--- src/rtl/assert_macros.svh ---
// Assertion macros for the RTL of the rolling z-score signal block (used by rzrs_ctrl).
// Needs i_clk and i_rst_n in the scope where a macro is used.
`ifndef ASSERT_MACROS_SVH
`define ASSERT_MACROS_SVH
`ifndef SYNTHESIS
`define RZ_ASSERT(lbl, prop) \
    lbl: assert property (@(posedge i_clk) disable iff (!i_rst_n) prop) \
        else $error("rzrs assertion failed");
`define RZ_ASSERT_IMP(lbl, pre, post) `RZ_ASSERT(lbl, (pre) |-> (post))
`else
`define RZ_ASSERT(lbl, prop)
`define RZ_ASSERT_IMP(lbl, pre, post)
`endif
`endif

--- src/rtl/rzrs_pkg.sv ---
// Types and constants of the rolling z-score signal block.
// Used by the controller, the datapath and the top level.
`timescale 1ns / 1ps
package rzrs_pkg;

    localparam int CFG_ADDR_W = 3;
    localparam int CFG_DATA_W = 16;
    localparam int CFG_CNT_W  = 7;

    localparam logic [CFG_ADDR_W-1:0] CFG_WINDOW_LENGTH   = 3'd0;
    localparam logic [CFG_ADDR_W-1:0] CFG_WARMUP_COUNT    = 3'd1;
    localparam logic [CFG_ADDR_W-1:0] CFG_UPPER_THRESHOLD = 3'd2;
    localparam logic [CFG_ADDR_W-1:0] CFG_LOWER_THRESHOLD = 3'd3;
    localparam logic [CFG_ADDR_W-1:0] CFG_EXIT_LEVEL      = 3'd4;
    localparam logic [CFG_ADDR_W-1:0] CFG_ORDER_QUANTITY  = 3'd5;

    localparam logic [6:0]         RST_WINDOW_LENGTH   = 7'd60;
    localparam logic [6:0]         RST_WARMUP_COUNT    = 7'd20;
    localparam logic signed [15:0] RST_UPPER_THRESHOLD = 16'sd512;
    localparam logic signed [15:0] RST_LOWER_THRESHOLD = -16'sd512;
    localparam logic [14:0]        RST_EXIT_LEVEL      = 15'd128;
    localparam logic [15:0]        RST_ORDER_QUANTITY  = 16'd1;

    // Fractional bits of the squared z-score scale (256 squared).
    localparam int Z_SHIFT = 16;
    // Quotient bits kept by the divider; 2^30 equals 32768 squared.
    localparam int QUO_W   = 30;
    localparam int ROOT_W  = 15;
    localparam int STEP_W  = 5;
    localparam int DIV_STEPS  = QUO_W;
    localparam int SQRT_STEPS = ROOT_W;

    typedef enum logic [1:0] {
        ACT_NONE  = 2'd0,
        ACT_SHORT = 2'd1,
        ACT_LONG  = 2'd2,
        ACT_EXIT  = 2'd3
    } t_action;

    typedef enum logic [3:0] {
        OP_NONE,
        OP_LOAD,
        OP_SQR,
        OP_ACC,
        OP_MUL1,
        OP_MUL2,
        OP_MUL3,
        OP_MUL4,
        OP_DIV_INIT,
        OP_DIV_STEP,
        OP_SQRT_STEP,
        OP_PUBLISH,
        OP_PUBLISH_NONE
    } t_op;

    typedef enum logic [3:0] {
        ST_IDLE,
        ST_SQR,
        ST_ACC,
        ST_MUL1,
        ST_MUL2,
        ST_MUL3,
        ST_MUL4,
        ST_DIV_INIT,
        ST_DIV,
        ST_SQRT,
        ST_PUBLISH
    } t_state;

    typedef struct packed {
        t_op op;
    } t_dp_cmd;

    typedef struct packed {
        logic warm_ok;
        logic var_zero;
        logic out_free;
    } t_dp_stat;

endpackage

--- src/rtl/rzrs_ctrl.sv ---
// Sequencer of the rolling z-score signal block.
// Uses rzrs_pkg and assert_macros.svh; drives rzrs_dp by commands.
`timescale 1ns / 1ps
`include "assert_macros.svh"
module rzrs_ctrl
    import rzrs_pkg::*;
(
    input  logic     i_clk,
    input  logic     i_rst_n,
    input  logic     i_in_valid,
    output logic     o_in_ready,
    input  t_dp_stat i_stat,
    output t_dp_cmd  o_cmd
);
    t_state             r_state, n_state;
    logic [STEP_W-1:0]  r_cnt, n_cnt;
    logic               r_none, n_none;

    always_ff @(posedge i_clk) begin
        if (!i_rst_n) begin
            r_state <= ST_IDLE;
            r_cnt   <= '0;
            r_none  <= 1'b0;
        end else begin
            r_state <= n_state;
            r_cnt   <= n_cnt;
            r_none  <= n_none;
        end
    end

    always_comb begin
        n_state    = r_state;
        n_cnt      = r_cnt;
        n_none     = r_none;
        o_cmd.op   = OP_NONE;
        o_in_ready = 1'b0;
        unique case (r_state)
            ST_IDLE: begin
                o_in_ready = 1'b1;
                if (i_in_valid) begin
                    o_cmd.op = OP_LOAD;
                    n_none   = 1'b0;
                    n_state  = ST_SQR;
                end
            end
            ST_SQR: begin
                o_cmd.op = OP_SQR;
                n_state  = ST_ACC;
            end
            ST_ACC: begin
                o_cmd.op = OP_ACC;
                n_state  = ST_MUL1;
            end
            ST_MUL1: begin
                o_cmd.op = OP_MUL1;
                n_state  = ST_MUL2;
            end
            ST_MUL2: begin
                if (!i_stat.warm_ok) begin
                    n_none  = 1'b1;
                    n_state = ST_PUBLISH;
                end else begin
                    o_cmd.op = OP_MUL2;
                    n_state  = ST_MUL3;
                end
            end
            ST_MUL3: begin
                if (i_stat.var_zero) begin
                    n_none  = 1'b1;
                    n_state = ST_PUBLISH;
                end else begin
                    o_cmd.op = OP_MUL3;
                    n_state  = ST_MUL4;
                end
            end
            ST_MUL4: begin
                o_cmd.op = OP_MUL4;
                n_state  = ST_DIV_INIT;
            end
            ST_DIV_INIT: begin
                o_cmd.op = OP_DIV_INIT;
                n_cnt    = '0;
                n_state  = ST_DIV;
            end
            ST_DIV: begin
                o_cmd.op = OP_DIV_STEP;
                if (r_cnt == STEP_W'(DIV_STEPS - 1)) begin
                    n_cnt   = '0;
                    n_state = ST_SQRT;
                end else begin
                    n_cnt = r_cnt + 1'b1;
                end
            end
            ST_SQRT: begin
                o_cmd.op = OP_SQRT_STEP;
                if (r_cnt == STEP_W'(SQRT_STEPS - 1)) begin
                    n_cnt   = '0;
                    n_state = ST_PUBLISH;
                end else begin
                    n_cnt = r_cnt + 1'b1;
                end
            end
            ST_PUBLISH: begin
                if (i_stat.out_free) begin
                    o_cmd.op = r_none ? OP_PUBLISH_NONE : OP_PUBLISH;
                    n_state  = ST_IDLE;
                end
            end
            default: begin
                n_state = ST_IDLE;
            end
        endcase
    end

    `RZ_ASSERT(a_accept_to_sqr, (r_state == ST_IDLE && i_in_valid) |=> (r_state == ST_SQR))
    `RZ_ASSERT_IMP(a_div_count, r_state == ST_DIV, r_cnt < STEP_W'(DIV_STEPS))
    `RZ_ASSERT_IMP(a_pub_free, o_cmd.op == OP_PUBLISH || o_cmd.op == OP_PUBLISH_NONE, i_stat.out_free)
endmodule

--- config.mk ---
export PLATFORM = sky130hd
export DESIGN_NAME = rzrs_ctrl
export DESIGN_NICKNAME = d
export VERILOG_FILES = /design/src/rtl/rzrs_pkg.sv /design/src/rtl/rzrs_ctrl.sv
export VERILOG_INCLUDE_DIRS = /design/src /design/src/rtl
export SDC_FILE = /design/constraint.sdc
export NUM_CORES = 1
export LEC_CHECK = 0
export BUFFER_PORTS_ARGS = -buffer_cell sky130_fd_sc_hd__buf_2
export CAP_MARGIN = 20
export CORE_MARGIN = 10
export CORE_UTILIZATION = 55
export CTS_CLUSTER_SIZE = 30
export DETAILED_ROUTE_END_ITERATION = 10
export PLACE_DENSITY_LB_ADDON = 0.1
export REMOVE_ABC_BUFFERS = 1
export SKIP_CTS_REPAIR_TIMING = 1
export SLEW_MARGIN = 5
export SYNTH_ARGS = -nofsm -noshare
export SYNTH_HDL_FRONTEND = slang
export SYNTH_SLANG_ARGS = --single-unit
--- constraint.sdc ---
create_clock -name i_clk -period 1.75 [get_ports i_clk]
set_input_delay 0.2625 -clock i_clk [delete_from_list [all_inputs] [get_ports i_clk]]
set_output_delay 0.2625 -clock i_clk [all_outputs]
set_load 0.01 [all_outputs]
==> metrics.md <==
| Metric | Value |
|---|---|
| PD cells | 706 nW/µm² |
| Crit Path Max Fanout | 10 |
| Layout cells sized above 1 | 24.6% |
| Setup-failing EPs final | 0 |
| DR vias/cell | 6.49 |
| Layout area overhead | 15.8% |
| Num CTS Buffers | 3 |
| Worst VDD drop | 415 µV |
| HP Class | in -> reg |
| FFs w/ async S/R, synth | 0% |
| Slew Limit Fails | 0 |
| Setup CP Type | reg -> out |
| Iteration-0 DRC Markers | 31 |
| Chip width | 58.1 µm |
| #FFs+latches synth | 10 |
| Port Buffers | 10 |
| WL per Instance | 15.7 µm |
| Largest net degree at the start of global routing | 14 |
| Final wirelength | 2.09 mm |
| RSZ-0062 raised after global routing | yes |
| Syn Inst Count | 107 |
| Post-synth cell types | 38 |
| Antenna-violating nets left | 0 |
| Status | complete, no violations |
| Clk_skew | 0.00171 ns |
| Dominant synthesized flop cell | dfxtp_1 |
| H-tree levels | 1 |
| Setup slack, reg-to-reg | 0.12 ns |
| Pre-Repair DR Iteration Count | 4 |
| Fill count | 106 |
| EDFF count, synth | 0 |
| Crit path time final | 1.67 ns |
| CTS tree | built |
| Routability cong. | 0.910 |
| Clock sinks | 10 |
| Sequential area share after synthesis | 25.1% |
| Slew headroom | 77.3% |
| Crit path required time | 1.49 ns |
| Fin. Hold Viols | 0 |
| Initial Util | 59.8% |
| Hpwl dp | 1.51 mm |
| Max Cap Viol | 0 |
| Hold WS | 0.242 ns |
| Arrival time at the worst endpoint | 1.41 ns |
| Ant diodes | 0 |
| Max Root-Sink Buffers | 2 |
| Vias in the first global route | 786 |
| Ports | 11 |
| Final Util | 69.3% |
| Die H | 58.1 µm |
| CP startpoint kind | register |
| Highest clock rate | 598 MHz |
| Clk slew on worst S/H paths | 0.07 ns |
| DRC violations left | 0 |
| Period utilization | 95.6% |
| Total Power | 0.000652 W |
| Worst Setup End Kind | output port |
| Pleak | 0.380 nW |
| Grt total ovfl | 0 |
| Total die area | 3380 µm² |
| Clk Latency, worst-skew pair | 0.27 ns |
| Area of the mapped netlist | 798 µm² |
| Vias after detailed routing | 863 |
| Core box area | 1330 µm² |
| Root Buffer | clkbuf_4 |
| Post-Syn Area per Cell | 7.46 µm² |
| Antenna violations before repair | 0 |
| Worst slew pin tran | 0.337 ns |
| First-pass GRT wire length | 3.48 mm |
| Most frequent cells in the layout | 10 x nand2_1, 10 x buf_2, 8 x nor2_1 |
| YS warnings | 0 |
| Fin nets | 128 |
| Row cnt | 13 |
| Tot GR Track Use | 12.6% |
## layout make-up
type	instances	area [µm²]	area share, %
Inverter	7	26.3	2.84
Sequential cell	10	211	22.9
Tap cell	15	18.8	2.03
Multi-Input combinational cell	82	544	58.9
Clock buffer	4	36.3	3.92
Timing Repair Buffer	15	87.6	9.47
## cells in the mapped netlist (2+ instances only)
| library cell | n | share of area [%] |
|---|---|---|
| o22a_1 | 2 | 2.2 |
| buf_2 | 5 | 3.1 |
| o21ai_0 | 7 | 4.4 |
| and2_1 | 2 | 1.6 |
| nor3_1 | 2 | 1.3 |
| and3b_1 | 2 | 2.2 |
| nand2_1 | 10 | 4.7 |
| a21oi_1 | 8 | 5.0 |
| ha_1 | 3 | 4.7 |
| a31oi_1 | 3 | 2.4 |
| nor3b_1 | 3 | 2.8 |
| nand3_1 | 5 | 3.1 |
| nor2_1 | 9 | 4.2 |
| buf_6 | 2 | 2.8 |
| inv_1 | 7 | 3.3 |
| nand4_1 | 2 | 1.6 |
| nand3b_1 | 2 | 1.9 |
| a22oi_1 | 2 | 1.9 |
| o22ai_1 | 3 | 2.4 |
| dfxtp_1 | 10 | 25 |
## final timing paths
| kind | endpoint | cells past startpoint | start |
|---|---|---|---|
| worst min-delay path | r_none$_SDFFE_PN0P_ | 2 | i_in_valid |
| worst max-delay path | o_cmd[2] | 6 | r_state[0]$_SDFFE_PN0P_ |
| worst max register to register | r_state[1]$_SDFFE_PN0P_ | 5 | r_cnt[0]$_SDFFE_PN0P_ |
| worst min register to register | r_cnt[3]$_SDFFE_PN0P_ | 1 | r_cnt[3]$_SDFFE_PN0P_ |
## kinds of logic after synthesis
family / share of synthesized area [%]
adders and majority gates: 4.70
DFF: 25.1
buffers and inverters: 9.72
xor gates and xnor gates: 1.10
and+or+nand+nor: 29.8
AOI/OAI and AO/OA: 28.4
muxes: 1.25
## worst max-delay path: stages (launching register included)
cell and delay [ns]:
dfxtp_4 0.40, buf_4 0.17, nor2b_1 0.06, o21ai_0 0.14
a21oi_1 0.10, a21o_1 0.15, buf_2 0.13
## per-stage QoR
step	instance area [µm²]	cells	worst slack [ns]	setup TNS (ns)
after detailed placement	853	129	0.196	0
final	925	133	0.0777	0
after floorplan	747	99	0.264	0
after CTS	890	133	-0.0806	-0.151
after global placement	853	129	0.228	0
after global routing	925	133	-0.0363	-0.0363
## sequential cells by signal, summed over array words and instances, names as in the netlist
name     flops
r_none       1
r_cnt        5
r_state      4
## per-layer routing
layer | global-route usage, % | routed length (µm) | up-vias
met5 | 0 | 0 | -
met4 | 5.37 | 44 | 0
met3 | 7.41 | 252 | 6
met2 | 16.9 | 866 | 49
met1 | 15.6 | 923 | 394
li1 | - | - | 414
## power by group
group          switching [W]  total, W  internal, W
Clock              0.0000852  0.000212     0.000126
Combinational       0.000100  0.000176    0.0000760
Sequential         0.0000262  0.000264     0.000238
No activity file was read; power rests on OpenSTA's default activity.
